$ cat config.mk
export PLATFORM = sky130hd
export DESIGN_NAME = rdct_fifo
export DESIGN_NICKNAME = d
export VERILOG_FILES = /design/src/rtl/rdct_fifo.sv
export SDC_FILE = /design/constraint.sdc
export NUM_CORES = 1
export LEC_CHECK = 0
export BUFFER_PORTS_ARGS = -buffer_cell sky130_fd_sc_hd__clkbuf_2
export CAP_MARGIN = 20
export CORE_ASPECT_RATIO = 1.1
export CORE_MARGIN = 2
export CORE_UTILIZATION = 35
export CTS_BUF_LIST = sky130_fd_sc_hd__clkbuf_8
export CTS_CLUSTER_DIAMETER = 50
export DETAILED_ROUTE_END_ITERATION = 10
export MAX_ROUTING_LAYER = met4
export PLACE_DENSITY = 0.66
export SYNTH_ARGS = -nofsm -noshare
export SYNTH_HDL_FRONTEND = slang
export SYNTH_SLANG_ARGS = --single-unit
$ cat constraint.sdc
create_clock -name clk -period 2.1 [get_ports clk]
set_input_delay 0 -clock clk [delete_from_list [all_inputs] [get_ports clk]]
set_output_delay 0 -clock clk [all_outputs]
set_load 0.02 [all_outputs]
$ cat src/rtl/rdct_fifo.sv
module rdct_fifo #(
    parameter int WIDTH = 48,
    parameter int DEPTH = 4
) (
    input  logic             clk,
    input  logic             rst_n,
    input  logic             push_valid,
    output logic             push_ready,
    input  logic [WIDTH-1:0] push_data,
    output logic             pop_valid,
    input  logic             pop_ready,
    output logic [WIDTH-1:0] pop_data
);

    localparam int PW = $clog2(DEPTH);
    localparam int CW = $clog2(DEPTH + 1);

    logic [WIDTH-1:0] slot_reg [DEPTH];
    logic [PW-1:0]    wr_ptr_reg, wr_ptr_next;
    logic [PW-1:0]    rd_ptr_reg, rd_ptr_next;
    logic [CW-1:0]    count_reg, count_next;
    logic             push, pop;

    assign push_ready = (count_reg != CW'(DEPTH));
    assign pop_valid  = (count_reg != '0);
    assign pop_data   = slot_reg[rd_ptr_reg];
    assign push       = push_valid && push_ready;
    assign pop        = pop_valid && pop_ready;

    always_comb
    begin
        wr_ptr_next = wr_ptr_reg;
        rd_ptr_next = rd_ptr_reg;
        count_next  = count_reg;
        if (push)
            wr_ptr_next = (wr_ptr_reg == PW'(DEPTH - 1)) ? '0 : wr_ptr_reg + 1'b1;
        if (pop)
            rd_ptr_next = (rd_ptr_reg == PW'(DEPTH - 1)) ? '0 : rd_ptr_reg + 1'b1;
        if (push && !pop)
            count_next = count_reg + 1'b1;
        else if (pop && !push)
            count_next = count_reg - 1'b1;
    end

    always_ff @(posedge clk or negedge rst_n)
    begin
        if (!rst_n)
        begin
            wr_ptr_reg <= '0;
            rd_ptr_reg <= '0;
            count_reg  <= '0;
        end
        else
        begin
            wr_ptr_reg <= wr_ptr_next;
            rd_ptr_reg <= rd_ptr_next;
            count_reg  <= count_next;
        end
    end

    always_ff @(posedge clk)
    begin
        if (push)
            slot_reg[wr_ptr_reg] <= push_data;
    end

endmodule

==> results.sh, run 1 <==
export IMPL_seq_area_um2=5948
export IMPL_tightest_slew_ps=432.3
export IMPL_syn_num_nets=346
export IMPL_area_delta_synth_final_pct=26.10
export IMPL_drt_pass1_iterations=4
export IMPL_synth_seq_area_share_pct=80.89
export IMPL_p_leak_uw=0.003246
export IMPL_cp_arrival_ps=2390
export IMPL_worst_ep_required_time_ps=2440
export IMPL_setup_violations=0
export IMPL_slew_viol_final=0
export IMPL_path_max_fanout=3
export IMPL_max_freq_mhz=486.3
export IMPL_port_buffers=101
export IMPL_cts_htree_levels=4
export IMPL_drt_iter0_drc=206
export IMPL_vdd_drop_max_mv=0.6874
export IMPL_num_rows=55
export IMPL_viasPerCell=4.803
export IMPL_syn_inst=287
export IMPL_fp_dieW_um=142.1
export IMPL_cts_tree="done"
export IMPL_p_per_area_nw_per_um2=1339
export IMPL_syn_cell_area_um2=7345
export IMPL_root_buffer="clkbuf_8"
export IMPL_grtUsageTotal_pct=13.50
export IMPL_slew_headroom_pct=71.18
export IMPL_ant_nets=0
export IMPL_routedWlPerCell_um=18.59
export IMPL_clockBufferDepth=2
export IMPL_synth_warnings=0
export IMPL_skew_ps=11.95
export IMPL_final_cells=737
export IMPL_vias=3540
export IMPL_place_inst=650
export IMPL_clk_transition_reported_paths_ps=100
export IMPL_setup_tns_ps=0
export IMPL_fin_nets=528
export IMPL_drc=0
export IMPL_multi_input_area_um2=1358
export IMPL_antenna_cells=0
export IMPL_dieArea_um2=22160
export IMPL_maxCapViolCount=0
export IMPL_grt_max_degree=27
export IMPL_syn_area_per_cell_um2=25.59
export IMPL_largest_register_ffs=192
export IMPL_start_util_pct=35.69
export IMPL_min_period_ps=2056
export IMPL_fill_cells=1723
export IMPL_startpoint_type="flop"
export IMPL_chipHeight_um=155.9
export IMPL_grt_pass1_vias=3946
export IMPL_clock_sinks=199
export IMPL_finalCritPeriodShare_pct=97.92
export IMPL_antenna_found_initial=0
export IMPL_crit_path_end_kind="flop"
export IMPL_drive_gt1_share_pct=44.49
export IMPL_coreArea_um2=20580
export IMPL_yosysUniqueCellTypes=19
export IMPL_hold_viol=0
export IMPL_gp_congestion=0.6940
export IMPL_worst_hold_path_type="in -> reg"
export IMPL_cts_made_buffers=17
export IMPL_clock_latency_ps=450
export IMPL_rsz0062_at_grt="no"
export IMPL_io_pins=102
export IMPL_grt_pass1_wl_um=21290
export IMPL_grt_overflow_total=0
export IMPL_wirelength_um=13700
export IMPL_crit_type="reg -> reg"
export IMPL_ys_ff_latch=199
export IMPL_dp_final_hpwl_um=8329
export IMPL_outcome="finished clean"
## cell type report
| class | count | area share, % |
|---|---|---|
| Timing Repair Buffer | 174 | 13.32 |
| Clock buffer | 17 | 2.526 |
| Tap cell | 256 | 3.459 |
| Sequential cell | 199 | 64.23 |
| Inverter | 3 | 0.1216 |
| Clock inverter | 14 | 1.689 |
| Multi-Input combinational cell | 74 | 14.66 |
## power by group
| part | total [µW] | internal [µW] | switching [µW] |
|---|---|---|---|
| Clock | 2410 | 1160 | 1250 |
| Combinational | 4440 | 1970 | 2460 |
| Sequential | 5550 | 5260 | 297 |
| Total | 12400 | 8390 | 4010 |
## per-layer routing
layer / share of wire (%) / GRT usage [%] / wire length (µm)
met1: 43 / 16.68 / 5828
met2: 52 / 22.22 / 7189
met3: 3.9 / 3.468 / 530
met4: 1.1 / 3.762 / 155
met5: 0 / - / 0
## cell usage in the layout, fill, tap and decap left out, types with 4 or more instances in the layout
| cell | Yosys | routed |
|---|---|---|
| buf_4 | 1 | 17 |
| clkbuf_2 | 0 | 101 |
| clkbuf_8 | 0 | 17 |
| dfrtp_1 | 7 | 5 |
| inv_1 | 3 | 4 |
| ha_1 | 6 | 5 |
| and3_2 | 4 | 4 |
| mux4_2 | 48 | 48 |
| edfxtp_1 | 192 | 192 |
| dlygate4sd3_1 | 0 | 52 |
| buf_12 | 0 | 4 |
## critical path: stages, from the launching register on
cell and delay, ps:
dfrtp_1 420, or3b_4 410, and2_4 190, ha_4 170, inv_2 60, fa_1 420, mux2_2 280
## metrics by stage
stage	hold slack [ps]	power, µW	utilization (%)	setup slack (ps)	instance area [µm²]
2_1_floorplan	-295.6	8425	-	15.28	7348
3_3_place_gp	-158.2	9904	40.29	87.83	8290
3_5_place_dp	-151.0	10030	40.29	-29.31	8290
4_1_cts	247.3	12650	44.99	25.10	9256
5_1_grt	265.6	13090	45.01	1.381	9261
6_report	296.0	12400	45.01	43.72	9261
## cell usage after synthesis, drive strengths merged
master,n,area (µm²)
mux2,5,63.81
inv,3,11.26
or3,1,7.510
xor2,2,17.52
nand2,1,3.750
and2,1,8.760
dfrtp,7,175.2
fa,1,20.02
buf,11,53.80
nor2,3,11.26
xnor2,1,8.760
ha,6,75.07
edfxtp,192,5766
and3,4,30.03
mux4,48,1081
or3b,1,11.26
## final timing paths
check | startpoint | to | slack (ps) | cells past startpoint
hold / removal | push_data[24] | slot_reg[2][24]$_DFFE_PP_ | 300 | 2
setup reg to reg | count_reg[1]$_DFFE_PN0P_ | count_reg[1]$_DFFE_PN0P_ | 40 | 6
setup / recovery | count_reg[1]$_DFFE_PN0P_ | count_reg[1]$_DFFE_PN0P_ | 40 | 6
max in group asynchronous | rst_n | rd_ptr_reg[0]$_DFFE_PN0P_ | 1280 | 3
min in group asynchronous | rst_n | rd_ptr_reg[1]$_DFFE_PN0P_ | 520 | 3
hold reg to reg | count_reg[2]$_DFFE_PN0P_ | count_reg[2]$_DFFE_PN0P_ | 510 | 1
## cells by family after synthesis
| group | share of synthesized area (%) |
|---|---|
| multiplexers | 15.59 |
| flip-flops | 80.89 |
| XOR/XNOR | 0.3578 |
| adder cells (fa/ha/maj) | 1.295 |
| buffers and inverters | 0.8858 |
| AND/OR/NAND/NOR | 0.9881 |
## timing repair
item	4_1_cts	5_1_grt
setup endpoints to repair	36	20
resized for setup	3	2
setup buffers	4	0
hold endpoints to repair	202	0
hold buffers	52	0
pin swaps	1	0
gates cloned	0	0
(Power assumes the default switching activity.)
==> run 2: changes to the inputs <==
--- a/config.mk
+++ b/config.mk
@@ -7,7 +7,6 @@
 export LEC_CHECK = 0
 export BUFFER_PORTS_ARGS = -buffer_cell sky130_fd_sc_hd__clkbuf_2
 export CAP_MARGIN = 20
-export CORE_ASPECT_RATIO = 1.1
 export CORE_MARGIN = 2
 export CORE_UTILIZATION = 35
 export CTS_BUF_LIST = sky130_fd_sc_hd__clkbuf_8
==> results.sh, run 2 (synthesis results as in run 1) <==
export IMPL_slew_headroom_pct=76.56
export IMPL_port_buffers=101
export IMPL_ant_nets=0
export IMPL_p_leak_uw=0.003212
export IMPL_maxCapViolCount=0
export IMPL_vdd_drop_max_mv=0.8051
export IMPL_startpoint="count_reg[0]$_DFFE_PN0P_"
export IMPL_gp_congestion=0.7216
export IMPL_skew_ps=14.95
export IMPL_drt_iter0_drc=197
export IMPL_routedWlPerCell_um=17.53
export IMPL_final_cell_mix="edfxtp_1, clkbuf_2, dlygate4sd3_1"
export IMPL_slew_viol_final=0
export IMPL_grt_pass1_wl_um=20380
export IMPL_root_buffer="clkbuf_8"
export IMPL_grtUsageTotal_pct=12.88
export IMPL_clock_sinks=199
export IMPL_min_to="slot_reg[3][9]$_DFFE_PP_"
export IMPL_num_rows=52
export IMPL_finalCritPeriodShare_pct=95.46
export IMPL_drt_pass1_iterations=6
export IMPL_grt_max_degree=49
export IMPL_cts_tree="done"
export IMPL_grt_pass1_vias=3745
export IMPL_cts_made_buffers=17
export IMPL_dieArea_um2=22160
export IMPL_start_util_pct=35.95
export IMPL_antenna_found_initial=0
export IMPL_tightest_slew_ps=350.4
export IMPL_coreArea_um2=20430
export IMPL_vias=3519
export IMPL_outcome="finished clean"
export IMPL_cp_top_family="adder cells"
export IMPL_antenna_cells=0
export IMPL_chipHeight_um=148.9
export IMPL_slowest_stage="dfrtp_1"
export IMPL_fp_dieW_um=148.9
export IMPL_largest_register_ffs=192
export IMPL_hold_viol=0
export IMPL_finalPower_uw=12240
export IMPL_grt_overflow_total=0
export IMPL_p_per_area_nw_per_um2=1325
export IMPL_critPathMaxStageDelay_ps=420
export IMPL_place_inst=659
export IMPL_cp_arrival_ps=2350
export IMPL_clock_latency_ps=460
export IMPL_wirelength_um=13060
export IMPL_holdPathStages=2
export IMPL_fin_ws_ps=95.27
export IMPL_fill_cells=1768
export IMPL_crit_type="reg -> reg"
export IMPL_path_max_fanout=3
export IMPL_dp_final_hpwl_um=7393
export IMPL_drc=0
export IMPL_clockBufferDepth=2
export IMPL_min_from="push_data[9]"
export IMPL_viasPerCell=4.723
export IMPL_worst_hold_path_type="in -> reg"
export IMPL_crit_path_end_kind="flop"
export IMPL_r2r_end="count_reg[1]$_DFFE_PN0P_"
export IMPL_max_freq_mhz=498.8
export IMPL_drive_gt1_share_pct=44.00
export IMPL_cts_htree_levels=4
export IMPL_clk_transition_reported_paths_ps=100
export IMPL_reg2reg_from="count_reg[0]$_DFFE_PN0P_"
export IMPL_startpoint_type="flop"
export IMPL_area_delta_synth_final_pct=25.81
export IMPL_crit_buf_inv=1
export IMPL_critical_path_cell_chain="or3b_4, and2_4, ha_2, inv_2, fa_1, mux2_2"
export IMPL_pre_cts_slack_ps=28.36
export IMPL_setup_violations=0
export IMPL_io_pins=102
export IMPL_fin_nets=521
export IMPL_r2r_slack_ps=100
export IMPL_final_cells=745
export IMPL_mostFrequentLayoutCell="edfxtp_1"
export IMPL_reg2reg_depth=6
export IMPL_worst_ep_required_time_ps=2450
export IMPL_min_period_ps=2005
[run 2: cell types whose count changed in the layout (fill, tap and decap cells not counted), sizes merged]
cell,change
buf,-7
clkinv,+2
bufinv,-1
clkinvlp,-1
inv,+1
[run 2: worst max-delay path by stage]
stage                               endpoint  slack, ps  cells past startpoint
finish              count_reg[1]$_DFFE_PN0P_        100                      6
global route                    pop_data[42]       -0.4                      3
CTS                 count_reg[1]$_DFFE_PN0P_         10                      6
detailed placement  count_reg[1]$_DFFE_PN0P_         30                      6
global placement    count_reg[1]$_DFFE_PN0P_         60                      6
floorplan           count_reg[1]$_DFFE_PN0P_         20                      6
[run 2: layer usage]
metal / share of wire (%) / wire [µm] / GRT usage, %
met5: 0 / 0 / -
met2: 48 / 6317 / 19.68
met1: 45 / 5901 / 16.68
met4: 1.6 / 212 / 4.571
met3: 4.8 / 631 / 3.639
[run 2: final cells by class]
| cell class | instances | area (µm²) | share of cell area [%] |
|---|---|---|---|
| flip-flops and latches | 199 | 5946 | 64.35 |
| clock inverters | 15 | 150.1 | 1.625 |
| clock buffers | 17 | 234.0 | 2.532 |
| well taps | 270 | 337.8 | 3.656 |
| multi-input cells | 74 | 1348 | 14.58 |
| repair buffers | 167 | 1214 | 13.13 |
| inverters | 3 | 11.26 | 0.1219 |
[run 2: worst register-to-register path: cells and delay by family (launching register included)]
kind	cells	cell delay [ps]
simple gates	2	580
buf+inv	1	50
fa+ha+maj	2	590
flops	1	420
mux	1	260
[run 2: repair_timing]
action                                 CTS  global route
setup endpoints to repair               17             3
endpoints found under the hold margin  204             0
buffers inserted                         0             2
pin swaps                                0             2
resized for setup                        1             4
hold buffers                            52             0
[run 2: power by group]
part,internal [µW],leakage [µW],switching (µW)
Sequential,5250,0.00184,251
Combinational,1910,0.00118,2460
Clock,1060,0.000198,1300
Total,8230,0.00321,4020
[run 2: per-stage QoR]
step	TNS (ps)	hold slack, ps	utilization (%)	cell area (µm²)
6_report	0	302.7	45.23	9240
2_1_floorplan	0	-295.6	-	7348
3_3_place_gp	0	-155.3	40.67	8308
3_5_place_dp	0	-150.4	40.67	8308
5_1_grt	-0.4037	273.0	45.23	9240
4_1_cts	0	261.3	45.11	9216
==> run 3: changes to the inputs <==
--- a/config.mk
+++ b/config.mk
@@ -5,6 +5,7 @@
 export SDC_FILE = /design/constraint.sdc
 export NUM_CORES = 1
 export LEC_CHECK = 0
+export ABC_AREA = 1
 export BUFFER_PORTS_ARGS = -buffer_cell sky130_fd_sc_hd__clkbuf_2
 export CAP_MARGIN = 20
 export CORE_MARGIN = 2
@@ -14,6 +15,7 @@
 export DETAILED_ROUTE_END_ITERATION = 10
 export MAX_ROUTING_LAYER = met4
 export PLACE_DENSITY = 0.66
+export RECOVER_POWER = 100
 export SYNTH_ARGS = -nofsm -noshare
 export SYNTH_HDL_FRONTEND = slang
 export SYNTH_SLANG_ARGS = --single-unit
==> results.sh, run 3 <==
export IMPL_gp_congestion=0.7277
export IMPL_skew_ps=12.99
export IMPL_largest_register_ffs=192
export IMPL_grt_overflow_total=0
export IMPL_p_per_area_nw_per_um2=1319
export IMPL_clock_latency_ps=440
export IMPL_antenna_found_initial=0
export IMPL_net_switching_power_uw=5162
export IMPL_port_buffers=101
export IMPL_post_synth_top_count_cell="edfxtp_1"
export IMPL_grtUsageTotal_pct=14.10
export IMPL_cts_resized=0
export IMPL_tightest_slew_ps=428.8
export IMPL_dieArea_um2=24910
export IMPL_path_max_fanout=18
export IMPL_coreArea_um2=23330
export IMPL_worst_ep_required_time_ps=2100
export IMPL_syn_area_per_cell_um2=13.36
export IMPL_drive_gt1_share_pct=14.07
export IMPL_p_seq_share_pct=42.2
export IMPL_slew_viol_final=0
export IMPL_area_delta_synth_final_pct=20.03
export IMPL_placed_area_um2=9191
export IMPL_maxCapViolCount=0
export IMPL_r2r_end="slot_reg[3][11]$_DFFE_PP_"
export IMPL_synth_edff_count=192
export IMPL_hold_viol=0
export IMPL_clockBufferDepth=2
export IMPL_holdPathStages=2
export IMPL_outcome="finished clean"
export IMPL_startpoint_type="flop"
export IMPL_cp_arrival_ps=1910
export IMPL_fin_nets=836
export IMPL_swShare_pct=39.36
export IMPL_crit_type="reg -> out"
export IMPL_dp_final_hpwl_um=9866
export IMPL_drc=0
export IMPL_r2r_slack_ps=210
export IMPL_vias=4847
export IMPL_finalCritPeriodShare_pct=91.17
export IMPL_root_buffer="clkbuf_8"
export IMPL_fp_dieW_um=157.8
export IMPL_max_freq_mhz=522.3
export IMPL_drt_iter0_drc=282
export IMPL_p_int_uw=7951
export IMPL_worst_hold_path_type="in -> reg"
export IMPL_reg2reg_depth=6
export IMPL_cts_htree_levels=4
export IMPL_synth_warnings=0
export IMPL_clock_sinks=199
export IMPL_grt_pass1_vias=4898
export IMPL_pwr_share_comb_pct=39.8
export IMPL_cts_tree="done"
export IMPL_start_util_pct=35.50
export IMPL_viasPerCell=4.375
export IMPL_yosysUniqueCellTypes=17
export IMPL_syn_num_nets=679
export IMPL_wirelength_um=16110
export IMPL_grt_max_degree=55
export IMPL_drt_pass1_iterations=5
export IMPL_yosys_top_cells_count="edfxtp_1, nand2_1, inv_1"
export IMPL_synth_top_area_share_pct=69.61
export IMPL_reg2reg_from="count_reg[0]$_DFFE_PN0P_"
export IMPL_min_period_ps=1915
export IMPL_ant_nets=0
export IMPL_finalInstanceArea_um2=9942
export IMPL_cts_made_buffers=17
export IMPL_synth_area_leaders="edfxtp_1, nand2_1, o211ai_1"
export IMPL_ys_ff_latch=199
export IMPL_slew_headroom_pct=71.41
export IMPL_final_cell_mix="edfxtp_1, nand2_1, inv_1"
export IMPL_synth_ff_type="edfxtp_1"
export IMPL_min_to="slot_reg[0][12]$_DFFE_PP_"
export IMPL_clk_transition_reported_paths_ps=100
export IMPL_syn_cell_area_um2=8283
export IMPL_routedWlPerCell_um=14.54
export IMPL_grt_pass1_wl_um=25790
export IMPL_antenna_cells=0
export IMPL_setup_violations=0
export IMPL_vdd_drop_max_mv=0.6625
export IMPL_crit_path_end_kind="primary output"
export IMPL_mostFrequentLayoutCell="edfxtp_1"
export IMPL_synth_async_reset_ratio_pct=3.518
export IMPL_p_clk_share_pct=18.0
export IMPL_syn_inst=620
export IMPL_synth_seq_area_share_pct=71.72
export IMPL_min_from="push_data[12]"
export IMPL_io_pins=102
export IMPL_rsz0062_at_grt="no"
export IMPL_setup_tns_ps=0
export IMPL_p_leak_uw=0.003811
export IMPL_num_rows=56
export IMPL_yosysTopAreaCell="edfxtp_1"
export IMPL_chipHeight_um=157.8
-- run 3: cell types whose count changed in the layout (fill, tap and decap cells not counted), moves of 5 or more --
cell	previous run	this run
nand2_1	0	158
inv_1	3	110
o211ai_1	0	72
clkbuf_1	0	65
clkbuf_2	101	39
mux4_2	48	0
o211ai_2	0	24
nand3_1	0	7
buf_4	7	2
buf_6	0	5
-- run 3: cells by family after synthesis --
logic type | Yosys count | share of synthesized area (%)
flip-flops | 199 | 71.72
adder cells (fa/ha/maj) | 7 | 1.148
XOR/XNOR | 1 | 0.1058
AND/OR/NAND/NOR | 173 | 7.976
AO/OA/AOI/OAI | 97 | 10.39
buffers and inverters | 143 | 8.655
-- run 3: worst max path at each step --
stage / start / to / slack (ps) / depth (start not counted)
2_1_floorplan: count_reg[0]$_DFFE_PN0P_ / slot_reg[0][0]$_DFFE_PP_ / 120 / 4
3_3_place_gp: count_reg[0]$_DFFE_PN0P_ / count_reg[2]$_DFFE_PN0P_ / 350 / 10
3_5_place_dp: count_reg[0]$_DFFE_PN0P_ / count_reg[2]$_DFFE_PN0P_ / 270 / 10
4_1_cts: rd_ptr_reg[0]$_DFFE_PN0P_ / pop_data[23] / 160 / 5
5_1_grt: rd_ptr_reg[1]$_DFFE_PN0P_ / pop_data[34] / 40 / 4
6_report: rd_ptr_reg[1]$_DFFE_PN0P_ / pop_data[47] / 190 / 4
-- run 3: stage by stage --
stage          power, µW  hold slack (ps)  setup WS (ps)  utilization [%]  instances
4_1_cts            13580            268.7          156.6            43.37       1108
3_3_place_gp       10970           -151.8          353.2            39.39       1024
5_1_grt            14030            344.2          42.13            42.61       1108
2_1_floorplan       9415           -295.6          115.5                -        620
6_report           13110            350.4          185.3            42.61       1108
3_5_place_dp       11060           -144.8          273.9            39.39       1024
-- run 3: area by class of cell --
| type | instances | area (µm²) |
|---|---|---|
| clock buffers | 17 | 234.0 |
| clock inverters | 14 | 146.4 |
| fillers | 2151 | 13390 |
| inverters | 110 | 412.9 |
| multi-input cells | 278 | 1620 |
| flip-flops and latches | 199 | 5946 |
| well taps | 319 | 399.1 |
| repair buffers | 171 | 1184 |
-- run 3: per-layer routing --
layer  up-vias  track usage [%]  wire length, µm
li1       2450                -                -
met1      2293            17.44             7362
met2        92            23.08             7831
met3        12            3.394              752
met4         0            4.242              167
met5         -                -                0
-- run 3: worst max-delay path, cell delays in order (launching register included) --
cell and delay, ps:
dfrtp_2 540, buf_2 430, o211ai_1 160, nand2_1 110, clkbuf_1 230
-- run 3: power groups by stage --
stage	Combinational (µW)	Clock (µW)	Sequential, µW
after floorplan	3940	0	5470
after global placement	5300	0	5670
after detailed placement	5360	0	5690
after CTS	5590	2440	5550
after global routing	5820	2590	5620
final	5220	2360	5540
-- run 3: what timing repair did --
| item | 4_1_cts | 5_1_grt |
|---|---|---|
| hold buffers | 52 | 0 |
| hold endpoints to repair | 204 | 0 |
| buffers inserted | 1 | 0 |
| setup endpoints to repair | 3 | 0 |
