`config.mk`:
```
export PLATFORM = sky130hd
export DESIGN_NAME = rdct_front
export DESIGN_NICKNAME = d
export VERILOG_FILES = /design/src/rtl/rdct_pkg.sv /design/src/rtl/rdct_front.sv
export SDC_FILE = /design/constraint.sdc
export NUM_CORES = 1
export LEC_CHECK = 0
export BUFFER_PORTS_ARGS = -buffer_cell sky130_fd_sc_hd__buf_4
export CAP_MARGIN = 20
export CORE_UTILIZATION = 33
export DETAILED_ROUTE_END_ITERATION = 8
export PLACE_DENSITY = 0.84
export SETUP_SLACK_MARGIN = 0.2
export SYNTH_ARGS = -nofsm -noshare
export SYNTH_HDL_FRONTEND = slang
export SYNTH_SLANG_ARGS = --single-unit
```
`constraint.sdc`:
```
create_clock -name clk -period 1.73 [get_ports clk]
set_clock_uncertainty 0.05 [all_clocks]
set_input_delay 0.0865 -clock clk [delete_from_list [all_inputs] [get_ports clk]]
set_output_delay 0.0865 -clock clk [all_outputs]
set_load 0.01 [all_outputs]
```
`src/rtl/rdct_pkg.sv`:
```
package rdct_pkg;

    localparam int DEF_MAX_POINTS  = 64;
    localparam int DEF_SAMPLE_BITS = 32;
    localparam int QUEUE_DEPTH     = 4;

    localparam int IO_BITS        = 32;
    localparam int LG_BITS        = 3;
    localparam int MAX_LOG2       = 6;
    localparam int CFG_INDEX_BITS = 2;
    localparam int CFG_DATA_BITS  = 8;

    localparam logic [CFG_INDEX_BITS-1:0] CFG_DIRECTION = 2'd0;
    localparam logic [CFG_INDEX_BITS-1:0] CFG_LOG2_SIZE = 2'd1;

    localparam int W_BITS = 19;
    localparam int W_FRAC = 14;
    localparam logic [W_BITS-1:0] SQRT2_W = 19'd23170;
    localparam longint unsigned PI_Q30 = 64'd3373259426;

    typedef struct packed {
        logic               last;
        logic               dir;
        logic [LG_BITS-1:0] lg;
    } rdct_tag_t;

    localparam int TAG_BITS = $bits(rdct_tag_t);

    typedef logic [63:0][W_BITS-1:0] rdct_wtab_t;

    // Unsigned shift-and-subtract quotient, evaluated while building the table.
    function automatic longint unsigned udiv64(longint unsigned num, longint unsigned dv);
        longint unsigned qt;
        longint unsigned rm;
        int              b;
        qt = '0;
        rm = '0;
        for (b = 63; b >= 0; b--)
        begin
            rm = {rm[62:0], num[b]};
            qt = qt << 1;
            if (rm >= dv)
            begin
                rm = rm - dv;
                qt = qt | 64'd1;
            end
        end
        return qt;
    endfunction

    // Half-secant weights round(2^14 / (2cos(q*pi/128))), cosine from a Q30 series.
    function automatic rdct_wtab_t build_weights();
        rdct_wtab_t        t;
        longint unsigned   a;
        longint unsigned   x;
        longint unsigned   x2;
        longint unsigned   term;
        longint unsigned   d;
        longint unsigned   c;
        longint            sum;
        logic              use_sin;
        int                q;
        int                j;
        t = '0;
        for (q = 1; q < 64; q++)
        begin
            use_sin = (q > 32);
            a = use_sin ? longint'(64 - q) : longint'(q);
            x = (a * PI_Q30 + 64'd64) >> 7;
            x2 = (x * x + (64'd1 << 29)) >> 30;
            term = use_sin ? x : (64'd1 << 30);
            sum = longint'(term);
            for (j = 1; j <= 10; j++)
            begin
                d = use_sin ? longint'((2 * j) * (2 * j + 1))
                            : longint'((2 * j - 1) * (2 * j));
                term = udiv64((term * x2 + (64'd1 << 29)) >> 30, d);
                if ((j & 1) == 1)
                    sum = sum - longint'(term);
                else
                    sum = sum + longint'(term);
            end
            c = longint'(sum);
            t[q] = W_BITS'(udiv64((64'd1 << 43) + (c >> 1), c));
        end
        return t;
    endfunction

    localparam rdct_wtab_t W_TABLE = build_weights();

endpackage

```
`src/rtl/rdct_front.sv`:
```
module rdct_front #(
    parameter int MAX_POINTS  = 64,
    parameter int SAMPLE_BITS = 32
) (
    input  logic                                clk,
    input  logic                                rst_n,
    input  logic                                s_axis_tvalid,
    output logic                                s_axis_tready,
    input  logic [rdct_pkg::IO_BITS-1:0]        s_axis_tdata,   // [31:0] sample
    input  logic                                cfg_valid,
    output logic                                cfg_ready,
    input  logic [rdct_pkg::CFG_INDEX_BITS-1:0] cfg_index,
    input  logic [rdct_pkg::CFG_DATA_BITS-1:0]  cfg_data,
    output logic                                q_valid,
    input  logic                                q_ready,
    output logic [SAMPLE_BITS+$clog2(MAX_POINTS)+rdct_pkg::TAG_BITS-1:0] q_data
);

    import rdct_pkg::*;

    localparam int AW       = $clog2(MAX_POINTS);
    localparam int TOP_RAW  = $clog2(MAX_POINTS + 1) - 1;
    localparam int TOP_LOG2 = (TOP_RAW > MAX_LOG2) ? MAX_LOG2 : TOP_RAW;
    localparam int SB       = SAMPLE_BITS;

    logic               dir_reg, dir_next;
    logic [LG_BITS-1:0] size_reg, size_next;
    logic [AW-1:0]      cnt_reg, cnt_next;
    logic [LG_BITS-1:0] lg_eff;
    logic [AW-1:0]      last_idx;
    logic [SB-1:0]      sample_sat;
    logic               accept;
    rdct_tag_t          tag;

    assign cfg_ready     = 1'b1;
    assign s_axis_tready = q_ready;
    assign q_valid       = s_axis_tvalid;
    assign accept        = s_axis_tvalid && q_ready;

    assign lg_eff   = (size_reg > LG_BITS'(TOP_LOG2)) ? LG_BITS'(TOP_LOG2) : size_reg;
    assign last_idx = AW'((7'd1 << lg_eff) - 7'd1);

    generate
        if (SB < IO_BITS)
        begin : g_sat_in
            logic [IO_BITS-SB:0] hi;
            assign hi = s_axis_tdata[IO_BITS-1:SB-1];
            assign sample_sat = ((&hi) || !(|hi)) ? s_axis_tdata[SB-1:0]
                : {s_axis_tdata[IO_BITS-1], {(SB-1){~s_axis_tdata[IO_BITS-1]}}};
        end
        else if (SB == IO_BITS)
        begin : g_pass_in
            assign sample_sat = s_axis_tdata;
        end
        else
        begin : g_ext_in
            assign sample_sat = {{(SB-IO_BITS){s_axis_tdata[IO_BITS-1]}}, s_axis_tdata};
        end
    endgenerate

    always_comb
    begin
        tag.last = (cnt_reg == last_idx);
        tag.dir  = dir_reg;
        tag.lg   = lg_eff;
    end

    assign q_data = {tag, cnt_reg, sample_sat};

    always_comb
    begin
        dir_next  = dir_reg;
        size_next = size_reg;
        cnt_next  = cnt_reg;
        if (cfg_valid)
        begin
            case (cfg_index)
                CFG_DIRECTION:
                begin
                    dir_next = cfg_data[0];
                    cnt_next = '0;
                end
                CFG_LOG2_SIZE:
                begin
                    size_next = cfg_data[LG_BITS-1:0];
                    cnt_next  = '0;
                end
                default:
                begin
                end
            endcase
        end
        else if (accept)
        begin
            cnt_next = tag.last ? '0 : cnt_reg + 1'b1;
        end
    end

    always_ff @(posedge clk or negedge rst_n)
    begin
        if (!rst_n)
        begin
            dir_reg  <= 1'b0;
            size_reg <= 3'd3;
            cnt_reg  <= '0;
        end
        else
        begin
            dir_reg  <= dir_next;
            size_reg <= size_next;
            cnt_reg  <= cnt_next;
        end
    end

endmodule

```
==> reports/summary.json, run 1 <==
{
  "layout.cell_area.non_filler": {"value": 0.001135, "unit": "sq mm"},
  "yosysWarnings": {"value": 0},
  "worstSetupPathType": {"value": "reg -> out"},
  "mappedNetlistNets": {"value": 166},
  "final_nets": {"value": 167},
  "start_util": {"value": 35.31, "unit": "%"},
  "placement.cell_area": {"value": 928.4, "unit": "sq um"},
  "yosysSeqAreaShare": {"value": 25.73, "unit": "%"},
  "wl_per_cell": {"value": 17.70, "unit": "um"},
  "i_o_pin_count": {"value": 93},
  "postSynthRegisterBits": {"value": 10},
  "critical_path.top_delay_family": {"value": "flip-flops"},
  "cts_inserted_buffers": {"value": 3},
  "largest_reg_flops": {"value": 6},
  "gp_congestion": {"value": 0.7735},
  "antenna_found_initial": {"value": 0},
  "synth_top_area_share": {"value": 27.52, "unit": "%"},
  "area_delta_synth_final": {"value": 15.54, "unit": "%"},
  "die-height": {"value": 56.56, "unit": "um"},
  "wl_met1": {"value": 797, "unit": "um"},
  "register_area": {"value": 252.7, "unit": "sq um"},
  "failed_checks": {"value": "setup timing"},
  "dp.final_hpwl": {"value": 1844, "unit": "um"},
  "cp_data_arrival_time": {"value": 1.72, "unit": "ns"},
  "critPathMaxFanout": {"value": 6},
  "postSynthAreaPerCell": {"value": 8.324, "unit": "sq um"},
  "setup_ws": {"value": -0.1289, "unit": "ns"},
  "grt.overflow.total": {"value": 0},
  "grt_pass1_vias": {"value": 808},
  "max_freq": {"value": 537.9, "unit": "MHz"},
  "yosysUniqueCellTypes": {"value": 35},
  "clkSlewWorstSetupHoldPaths": {"value": 0.07, "unit": "ns"},
  "min_from": {"value": "cfg_data[0]"},
  "synth_top_family_by_area": {"value": "buffers and inverters"},
  "min_delay_path_depth": {"value": 2},
  "worstPathRequired": {"value": 1.59, "unit": "ns"},
  "setup-violations-final": {"value": 7},
  "slew_viol_final": {"value": 0},
  "placement_rows": {"value": 19},
  "grt_first_pass_wirelength": {"value": 3912, "unit": "um"},
  "core_area": {"value": 0.002781, "unit": "sq mm"},
  "synth_top_area_cell": {"value": "buf_4"},
  "grt_setup_unrepaired": {"value": "yes"},
  "ir_drop": {"value": 0.4295, "unit": "mV"},
  "timing.final.hold_violations": {"value": 0},
  "power_density": {"value": 831.0, "unit": "mW/mm^2"},
  "dieArea": {"value": 0.003198, "unit": "sq mm"},
  "totalWireLength": {"value": 2638, "unit": "um"},
  "drive_gt1_share": {"value": 50.85, "unit": "%"},
  "hold_end": {"value": "size_reg[0]"},
  "antenna_violation_net_count_after_detailed_routing": {"value": 0},
  "synth-edff-count": {"value": 0},
  "port-buffer-count": {"value": 22},
  "synthXorXnorAreaFrac": {"value": 0.8917, "unit": "%"},
  "clock_root_buffer_master": {"value": "clkbuf_4"},
  "synth-simple-area-share": {"value": 21.40, "unit": "%"},
  "grtUsageTotal": {"value": 16.00, "unit": "%"},
  "cp_slowest_cell": {"value": "dfstp_2"},
  "met3_wirelength": {"value": 284, "unit": "um"},
  "critical-path-max-stage-delay": {"value": 0.59, "unit": "ns"},
  "met2WireLength": {"value": 1475, "unit": "um"},
  "reg2reg_from": {"value": "size_reg[1]"},
  "clockBufferDepth": {"value": 2},
  "post-place-ws": {"value": -0.04059, "unit": "ns"},
  "syn-instance-count": {"value": 118},
  "cp-end-kind": {"value": "primary output"},
  "report.power.total": {"value": 943.1, "unit": "uW"},
  "crit_top_cell": {"value": "buf_6"},
  "timing.critical_path.from_type": {"value": "flip-flop"},
  "hold_path_class": {"value": "in -> reg"},
  "synth-compound-area-share": {"value": 13.25, "unit": "%"},
  "detailedRoute.firstPassIterationCount": {"value": 4},
  "synth-async-reset-ratio": {"value": 100.0, "unit": "%"},
  "synth.top_cells.by_area": {"value": "buf_4 (28%), dfrtp_1 (20%), dfstp_2 (5.4%), nand2_1 (5.4%), mux2_2 (4.6%)"},
  "layout.core_utilization": {"value": 40.80, "unit": "%"},
  "synth.most_common_cell": {"value": "buf_4"},
  "antenna_diode_count": {"value": 0},
  "critical_path_cell_list": {"value": "buf_6, or2b_4, a21oi_4, nor3_4, nor2_4, buf_6"},
  "synth.cell_area": {"value": 982.2, "unit": "sq um"},
  "drt_first_iter_violations": {"value": 18},
  "clkSinkCount": {"value": 10},
  "finalWorstPathRequiredPeriod": {"value": 1.859, "unit": "ns"},
  "status": {"value": "complete, but fails checks"},
  "cts.htree.levels": {"value": 1},
  "dominantRegCellSynth": {"value": "dfrtp_1"},
  "routed_via_density": {"value": 5.389},
  "n_fill_cell": {"value": 272},
  "worst_skew_pair.late_latency": {"value": 0.27, "unit": "ns"},
  "multi_input_comb_area": {"value": 503.0, "unit": "sq um"},
  "worstRegToRegCells": {"value": 8},
  "drt_drc_violations_left": {"value": 0},
  "worstReg2RegEnd": {"value": "cnt_reg[0]"},
  "cp_num_buf_inv": {"value": 2},
  "reg2reg_setup_slack": {"value": -0.11, "unit": "ns"},
  "topRoutingLayerUsed": {"value": "met4"},
  "via_count": {"value": 803},
  "die_width": {"value": 56.56, "unit": "um"},
  "max_cap_violations": {"value": 0},
  "finalCritPeriodShare": {"value": 107.5, "unit": "%"},
  "synthTopCellsByCount": {"value": "buf_4 (36), nand2_1 (14), dfrtp_1 (8)"},
  "p_leak": {"value": 0.5187, "unit": "nW"},
  "mux_share_of_post_synthesis_cell_area": {"value": 4.586, "unit": "%"},
  "grt_max_degree": {"value": 11},
  "synth-adder-area-share": {"value": 1.274, "unit": "%"},
  "cts_tree": {"value": "yes"}
}
cells by family after synthesis:
group                      Yosys count
adders and majority gates            1
xor gates and xnor gates             1
buffers and inverters               43
DFF                                 10
AOI/OAI and AO/OA                   17
and+or+nand+nor                     41
muxes                                4
other                                1
power breakdown:
part	switching [mW]	internal, mW	total [mW]
logic	0.196	0.222	0.418
registers	0.0398	0.266	0.306
clock network	0.0906	0.128	0.219
total	0.327	0.616	0.943
through the flow:
stage               hold slack, ns  TNS [ns]  instances
floorplan                  -0.2591         0        118
global placement           -0.1322         0        133
detailed placement         -0.1269  -0.08300        133
CTS                       0.006116   -0.5751        147
global route              0.008275    -1.124        149
finish                    0.002051   -0.5927        149
worst max path at each step:
stage / end / cells after the start / slack [ns] / startpoint
2_1_floorplan: cnt_reg[0] / 6 / 0.12 / size_reg[2]
3_3_place_gp: cnt_reg[2] / 5 / 0.06 / size_reg[1]
3_5_place_dp: cnt_reg[1] / 5 / -0.04 / size_reg[1]
4_1_cts: q_data[42] / 6 / -0.14 / size_reg[1]
5_1_grt: cnt_reg[0] / 8 / -0.20 / size_reg[1]
6_report: q_data[42] / 6 / -0.13 / size_reg[1]
cells in the final DEF, fill, tap and decap left out, types with 2 or more instances in the layout:
cell,synthesis,layout
o221ai_2,0,3
dfstp_2,2,2
a21oi_1,3,2
nor2_1,6,6
clkbuf_4,0,3
and2_1,2,2
mux2_2,4,4
nand2b_1,3,3
nand3_1,3,3
dlygate4sd3_1,0,3
o21ai_1,0,2
nor3_1,2,2
nor2b_1,3,3
buf_4,36,33
nand2_1,14,13
buf_6,3,2
dfrtp_1,8,8
metal layers:
layer / vias to the layer above / track usage, %
met4: 0 / 10.45
met2: 57 / 29.24
li1: 360 / -
met5: - / 0
met1: 371 / 15.49
met3: 15 / 4.378
final cells by class:
class                   instances  share of cell area [%]
well taps                      31                   3.418
inverters                       1                  0.3308
clock buffers                   4                   3.197
flip-flops and latches         10                   22.27
repair buffers                 38                   26.46
multi-input cells              65                   44.32
timing repair:
item                                   CTS  global route
setup endpoints to repair                7             7
buffers inserted                         8             1
pin swaps                                6             7
endpoints found under the hold margin   11             1
gates cloned                             0             0
resized for setup                        9             8
hold buffers                             2             1
No activity file was read; power rests on OpenSTA's default activity.
==> run 2: changes to the inputs <==
--- a/config.mk
+++ b/config.mk
@@ -7,9 +7,11 @@
 export LEC_CHECK = 0
 export BUFFER_PORTS_ARGS = -buffer_cell sky130_fd_sc_hd__buf_4
 export CAP_MARGIN = 20
-export CORE_UTILIZATION = 33
+export CELL_PAD_IN_SITES_DETAIL_PLACEMENT = 1
+export CELL_PAD_IN_SITES_GLOBAL_PLACEMENT = 1
+export CORE_UTILIZATION = 21
 export DETAILED_ROUTE_END_ITERATION = 8
-export PLACE_DENSITY = 0.84
+export PLACE_DENSITY = 0.83
 export SETUP_SLACK_MARGIN = 0.2
 export SYNTH_ARGS = -nofsm -noshare
 export SYNTH_HDL_FRONTEND = slang
==> run 2 against run 1 <==
  * The run still ends with setup timing left
  * Clock power up 34%
  * Fmax up 0.52%
  * Final cell count up 13%
  * Clock-buffer cell count unchanged
  * Routed wire length down 12%
  * Sequential power about the same
  * Global-route usage down 6.5 points
  * Utilization down 14 points
==> reports/summary.json, run 2 (synthesis results as in run 1) <==
{
  "status": {"value": "complete, but fails checks"},
  "failed_checks": {"value": "setup timing"},
  "p_leak": {"value": 0.5310, "unit": "nW", "change": "+2.4%"},
  "max_cap_violations": {"value": 0, "change": "unchanged"},
  "detailedRoute.firstPassIterationCount": {"value": 3, "change": "-1"},
  "final_nets": {"value": 166, "change": "-0.60%"},
  "min_from": {"value": "cfg_data[1]"},
  "antenna_found_initial": {"value": 0, "change": "unchanged"},
  "area_delta_synth_final": {"value": 18.47, "unit": "%"},
  "slew_viol_final": {"value": 0, "change": "unchanged"},
  "worst_skew_pair.late_latency": {"value": 0.23, "unit": "ns", "change": "-0.04 ns"},
  "finalCritPeriodShare": {"value": 106.9, "unit": "%", "change": "-0.56 points"},
  "gp_congestion": {"value": 0.7267, "change": "-6.1%"},
  "totalWireLength": {"value": 2330, "unit": "um", "change": "-12%"},
  "commonest_non_fill_non_tap_cell_in_the_layout": {"value": "buf_4"},
  "port-buffer-count": {"value": 22, "change": "unchanged"},
  "start_util": {"value": 22.25, "unit": "%", "change": "-13 points"},
  "wl_per_cell": {"value": 13.79, "unit": "um", "change": "-22%"},
  "cp-end-kind": {"value": "primary output"},
  "die_width": {"value": 70.39, "unit": "um", "change": "+24%"},
  "multi_input_comb_area": {"value": 488.0, "unit": "sq um", "change": "-3.0%"},
  "drt_drc_violations_left": {"value": 0, "change": "unchanged"},
  "critPathMaxFanout": {"value": 4, "change": "-2"},
  "worstReg2RegEnd": {"value": "cnt_reg[1]"},
  "clkSlewWorstSetupHoldPaths": {"value": 0.05, "unit": "ns", "change": "-0.02 ns"},
  "cp_data_arrival_time": {"value": 1.71, "unit": "ns", "change": "about the same"},
  "clockBufferDepth": {"value": 2, "change": "unchanged"},
  "placement_rows": {"value": 24, "change": "+5"},
  "grt.overflow.total": {"value": 0, "change": "unchanged"},
  "max_freq": {"value": 540.8, "unit": "MHz", "change": "+0.52%"},
  "timing.critical_path.from_type": {"value": "flip-flop"},
  "power_density": {"value": 862.2, "unit": "mW/mm^2", "change": "+3.8%"},
  "grt_pass1_vias": {"value": 757, "change": "-6.3%"},
  "die-height": {"value": 70.39, "unit": "um", "change": "+24%"},
  "reg2reg_from": {"value": "size_reg[1]"},
  "drive_gt1_share": {"value": 52.99, "unit": "%", "change": "+2.1 points"},
  "min_delay_path_depth": {"value": 2, "change": "unchanged"},
  "setup-tns-final": {"value": -0.5146, "unit": "ns", "change": "+0.07803 ns"},
  "antenna_violation_net_count_after_detailed_routing": {"value": 0, "change": "unchanged"},
  "antenna_diode_count": {"value": 0, "change": "unchanged"},
  "largest_reg_flops": {"value": 6, "change": "unchanged"},
  "register_area": {"value": 252.7, "unit": "sq um", "change": "unchanged"},
  "finalWorstPathRequiredPeriod": {"value": 1.849, "unit": "ns", "change": "-0.009665 ns"},
  "grt_first_pass_wirelength": {"value": 3746, "unit": "um", "change": "-4.2%"},
  "clock_root_buffer_master": {"value": "clkbuf_8"},
  "routed_via_density": {"value": 4.373, "change": "-19%"},
  "core_area": {"value": 0.004414, "unit": "sq mm", "change": "+59%"},
  "dieArea": {"value": 0.004955, "unit": "sq mm", "change": "+55%"},
  "most-common-layout-cells": {"value": "buf_4 (31), nand2_1 (13), dfrtp_1 (8)"},
  "hold_end": {"value": "size_reg[1]"},
  "grt_max_degree": {"value": 11, "change": "unchanged"},
  "ir_drop": {"value": 0.2685, "unit": "mV", "change": "-37%"},
  "worstSetupPathType": {"value": "reg -> out"},
  "cts.htree.levels": {"value": 1, "change": "unchanged"},
  "via_count": {"value": 739, "change": "-8.0%"},
  "post-place-ws": {"value": -0.04489, "unit": "ns", "change": "-0.004301 ns"},
  "cts_tree": {"value": "yes"},
  "hold_path_class": {"value": "in -> reg"},
  "worstPathRequired": {"value": 1.59, "unit": "ns", "change": "about the same"},
  "drt_first_iter_violations": {"value": 15, "change": "-3"},
  "grtUsageTotal": {"value": 9.508, "unit": "%", "change": "-6.5 points"},
  "n_fill_cell": {"value": 515, "change": "+89%"},
  "dp.final_hpwl": {"value": 1612, "unit": "um", "change": "-13%"},
  "setup_ws": {"value": -0.1193, "unit": "ns", "change": "+0.009665 ns"},
  "clkSinkCount": {"value": 10, "change": "unchanged"},
  "grt_setup_unrepaired": {"value": "yes"},
  "cts_inserted_buffers": {"value": 3, "change": "unchanged"},
  "timing.final.hold_violations": {"value": 0, "change": "unchanged"},
  "reg2reg_setup_slack": {"value": -0.08, "unit": "ns", "change": "+0.03 ns"},
  "i_o_pin_count": {"value": 93, "change": "unchanged"},
  "setup-violations-final": {"value": 7, "change": "unchanged"},
  "worstRegToRegCells": {"value": 7, "change": "-1"}
}
## run 2: cell count changes in the layout (fill, tap and decap cells not counted), moves of 2 or more
cell and delta:
clkbuf_4 -3, clkbuf_8 +3, buf_6 +3, o21ai_1 -2, dlygate4sd3_1 -2, buf_4 -2
## run 2: critical path, cell delays in order (launching register included)
cell and delay [ns]:
dfstp_2 0.38, buf_6 0.13, or4_4 0.52, o311ai_4 0.11, nor3_4 0.09, nor2_2 0.12, buf_4 0.13
## run 2: what timing repair did
action | CTS | global route
pin swaps | 5 | 7
hold buffers | 1 | 0
endpoints found under the hold margin | 10 | 0
setup buffers | 7 | 2
endpoints found under the setup margin | 7 | 7
gates resized for setup | 7 | 9
## run 2: where the power goes
group	switching, mW	internal, mW	total, mW	leakage [nW]
combinational	0.186	0.217	0.403	0.375
clock	0.0928	0.200	0.293	0.0288
sequential	0.0404	0.267	0.308	0.127
## run 2: per-stage QoR
stage / instances / hold slack [ns] / cell area (sq um) / total power [mW] / util (%)
2_1_floorplan: 118 / -0.2591 / 1010 / 0.5880 / -
3_3_place_gp: 155 / -0.1273 / 962.2 / 0.5883 / 21.80
3_5_place_dp: 155 / -0.1258 / 962.2 / 0.5994 / 21.80
4_1_cts: 167 / 0.03712 / 1105 / 0.9598 / 25.03
5_1_grt: 169 / 0.04515 / 1164 / 1.057 / 26.36
6_report: 169 / 0.03892 / 1164 / 1.003 / 26.36
## run 2: cell type report
type	instances	share of cell area [%]
Tap cell	52	5.591
Inverter	1	0.3226
Multi-Input combinational cell	65	41.94
Timing Repair Buffer	37	25.70
Clock buffer	4	4.731
Sequential cell	10	21.72
## run 2: worst max-delay path by stage
stage / startpoint / end / slack, ns / cells past startpoint
floorplan: size_reg[2] / cnt_reg[0] / 0.12 / 6
global placement: size_reg[1] / cnt_reg[5] / 0.01 / 6
detailed placement: size_reg[1] / cnt_reg[1] / -0.04 / 5
CTS: size_reg[1] / q_data[42] / -0.15 / 6
global route: size_reg[1] / q_data[42] / -0.21 / 7
finish: size_reg[1] / q_data[42] / -0.12 / 6
## run 2: metal layers
layer | up-vias | track usage [%] | wire (um)
li1 | 359 | - | -
met2 | 22 | 17.88 | 1294
met4 | 0 | 3.556 | 31
met5 | - | 0 | 0
met1 | 354 | 10.57 | 886
met3 | 4 | 1.443 | 118
==> run 3: changes to the inputs <==
--- a/config.mk
+++ b/config.mk
@@ -5,6 +5,7 @@
 export SDC_FILE = /design/constraint.sdc
 export NUM_CORES = 1
 export LEC_CHECK = 0
+export ABC_AREA = 0
 export BUFFER_PORTS_ARGS = -buffer_cell sky130_fd_sc_hd__buf_4
 export CAP_MARGIN = 20
 export CELL_PAD_IN_SITES_DETAIL_PLACEMENT = 1
==> constraint.sdc (replaced) <==
create_clock -name clk -period 1.73 [get_ports clk]
set_clock_uncertainty 0.05 [all_clocks]
set_input_delay 0.346 -clock clk [delete_from_list [all_inputs] [get_ports clk]]
set_output_delay 0.346 -clock clk [all_outputs]
set_load 0.01 [all_outputs]
==> run 3 against run 2 <==
  * The flow still finishes with violations (setup timing)
  * Critical endpoint unchanged
  * Clock power rose by 2%
  * Worst hold slack improved by 0.26 ns
  * Non-clock buffer count rose by 7
  * Total power rose by 6.7%
==> reports/summary.json, run 3 (synthesis results as in run 1) <==
{
  "most-common-layout-cells": {"value": "buf_4 (39), nand2_1 (13), dfrtp_1 (8)"},
  "dieArea": {"value": 0.004955, "unit": "sq mm", "change": "unchanged"},
  "max_freq": {"value": 480.8, "unit": "MHz", "change": "-11%"},
  "placement_rows": {"value": 24, "change": "unchanged"},
  "die-height": {"value": 70.39, "unit": "um", "change": "unchanged"},
  "worstRegToRegCells": {"value": 9, "change": "+2"},
  "totalWireLength": {"value": 2697, "unit": "um", "change": "+16%"},
  "reg2reg_from": {"value": "size_reg[1]"},
  "antenna_found_initial": {"value": 0, "change": "unchanged"},
  "setup.worst_path.start": {"value": "size_reg[1]"},
  "commonest_non_fill_non_tap_cell_in_the_layout": {"value": "buf_4"},
  "n_fill_cell": {"value": 517, "change": "+0.39%"},
  "setup-tns-final": {"value": -1.668, "unit": "ns", "change": "-1.153 ns"},
  "wl_per_cell": {"value": 15.32, "unit": "um", "change": "+11%"},
  "cts.htree.levels": {"value": 1, "change": "unchanged"},
  "finalCritPeriodShare": {"value": 120.2, "unit": "%", "change": "+13 points"},
  "worstSetupPathType": {"value": "reg -> out"},
  "routed_via_density": {"value": 4.568, "change": "+4.5%"},
  "ir_drop": {"value": 0.2242, "unit": "mV", "change": "-17%"},
  "drt_first_iter_violations": {"value": 36, "change": "+21"},
  "clkSlewWorstSetupHoldPaths": {"value": 0.05, "unit": "ns", "change": "about the same"},
  "die_width": {"value": 70.39, "unit": "um", "change": "unchanged"},
  "stdcell_count": {"value": 176, "change": "+4.1%"},
  "cp-end-kind": {"value": "primary output"},
  "final_nets": {"value": 173, "change": "+4.2%"},
  "reg2reg_setup_slack": {"value": -0.25, "unit": "ns", "change": "-0.17 ns"},
  "timing.final.hold_violations": {"value": 0, "change": "unchanged"},
  "drt_drc_violations_left": {"value": 0, "change": "unchanged"},
  "grtUsageTotal": {"value": 10.54, "unit": "%", "change": "+1.0 points"},
  "gp_congestion": {"value": 0.7425, "change": "+2.2%"},
  "cts_inserted_buffers": {"value": 3, "change": "unchanged"},
  "setup-violations-final": {"value": 7, "change": "unchanged"},
  "core_area": {"value": 0.004414, "unit": "sq mm", "change": "unchanged"},
  "min_delay_path_depth": {"value": 2, "change": "unchanged"},
  "setup_ws": {"value": -0.3499, "unit": "ns", "change": "-0.2307 ns"},
  "clockBufferDepth": {"value": 2, "change": "unchanged"},
  "cts_tree": {"value": "yes"},
  "max_cap_violations": {"value": 0, "change": "unchanged"},
  "grt_first_pass_wirelength": {"value": 4112, "unit": "um", "change": "+9.8%"},
  "clock_root_buffer_master": {"value": "clkbuf_8"},
  "via_count": {"value": 804, "change": "+8.8%"},
  "p_leak": {"value": 0.5548, "unit": "nW", "change": "+4.5%"},
  "grt_pass1_vias": {"value": 881, "change": "+16%"},
  "dp.final_hpwl": {"value": 1695, "unit": "um", "change": "+5.1%"},
  "grt_max_degree": {"value": 11, "change": "unchanged"},
  "hold_path_class": {"value": "in -> reg"},
  "finalWorstPathRequiredPeriod": {"value": 2.080, "unit": "ns", "change": "+0.2307 ns"},
  "status": {"value": "complete, but fails checks"},
  "report.power.total": {"value": 1.071, "unit": "mW", "change": "+6.7%"},
  "antenna_violation_net_count_after_detailed_routing": {"value": 0, "change": "unchanged"},
  "largest_reg_flops": {"value": 6, "change": "unchanged"},
  "numPlacedInstances": {"value": 161, "change": "+3.9%"},
  "slew_viol_final": {"value": 0, "change": "unchanged"},
  "critPathMaxFanout": {"value": 6, "change": "+2"},
  "clkSinkCount": {"value": 10, "change": "unchanged"},
  "timing.critical_path.from_type": {"value": "flip-flop"},
  "cp_data_arrival_time": {"value": 1.68, "unit": "ns", "change": "-0.03 ns"},
  "port-buffer-count": {"value": 22, "change": "unchanged"},
  "power_density": {"value": 888.5, "unit": "mW/mm^2", "change": "+3.0%"},
  "start_util": {"value": 22.25, "unit": "%", "change": "unchanged"},
  "grt_setup_unrepaired": {"value": "yes"},
  "failed_checks": {"value": "setup timing"},
  "grt.overflow.total": {"value": 0, "change": "unchanged"},
  "detailedRoute.firstPassIterationCount": {"value": 4, "change": "+1"},
  "worstPathRequired": {"value": 1.33, "unit": "ns", "change": "-0.26 ns"},
  "worst_skew_pair.late_latency": {"value": 0.24, "unit": "ns", "change": "about the same"},
  "i_o_pin_count": {"value": 93, "change": "unchanged"},
  "area_delta_synth_final": {"value": 22.68, "unit": "%"},
  "min_from": {"value": "cfg_data[2]"},
  "fin_worst_hold_slack": {"value": 0.2967, "unit": "ns", "change": "+0.2578 ns"},
  "antenna_diode_count": {"value": 0, "change": "unchanged"},
  "drive_gt1_share": {"value": 58.06, "unit": "%", "change": "+5.1 points"}
}
-- run 3: cell count changes in the layout (fill, tap and decap cells not counted), sizes merged --
cell  delta
buf      +7
-- run 3: per-layer routing --
metal | GRT usage [%] | vias up | share of wire [%] | routed length [um]
li1 | - | 376 | - | -
met1 | 11.29 | 402 | 39 | 1059
met2 | 19.05 | 22 | 55 | 1495
met3 | 1.587 | 4 | 4.2 | 114
met4 | 6.667 | 0 | 1.0 | 28
met5 | 0 | - | 0 | 0
-- run 3: per-stage QoR --
step                      cell area (sq um)  utilization (%)  setup WS, ns
after floorplan                       993.5                -      -0.01234
after global placement                991.0            22.45      -0.07022
after detailed placement              991.0            22.45       -0.1063
after CTS                              1140            25.82       -0.3393
after global routing                   1205            27.30       -0.4037
final                                  1205            27.30       -0.3499
-- run 3: worst max-delay path: stages, from the launching register on --
cell,delay [ns]
dfstp_2,0.59
buf_6,0.13
nand2_2,0.05
a211oi_2,0.25
o22ai_2,0.14
nor2_2,0.15
buf_4,0.13
-- run 3: area by class of cell --
cell class	instances	area, sq um	area share (%)
tap	52	65.06	5.400
clock buffer	4	55.05	4.569
multi-input combinational	65	480.5	39.88
inverter	1	3.754	0.3115
sequential	10	252.7	20.98
timing repair buffer	44	347.8	28.87
-- run 3: worst paths after layout --
path                               end
max in group asynchronous  size_reg[0]
min reg2reg                    dir_reg
min in group asynchronous   cnt_reg[2]
max reg2reg                 cnt_reg[0]
max                         q_data[42]
min                        size_reg[2]
-- run 3: report_power, final --
group	leakage (nW)	switching (mW)	internal, mW
logic	0.399	0.217	0.252
clock network	0.0288	0.0997	0.201
registers	0.127	0.0331	0.267
total	0.555	0.350	0.721
-- run 3: repair_timing --
action                     CTS  global route
hold endpoints to repair     8             0
hold buffers                 1             0
setup endpoints to repair    8             9
gates resized for setup     10            10
setup buffers                6             4
pin swaps                    4             8
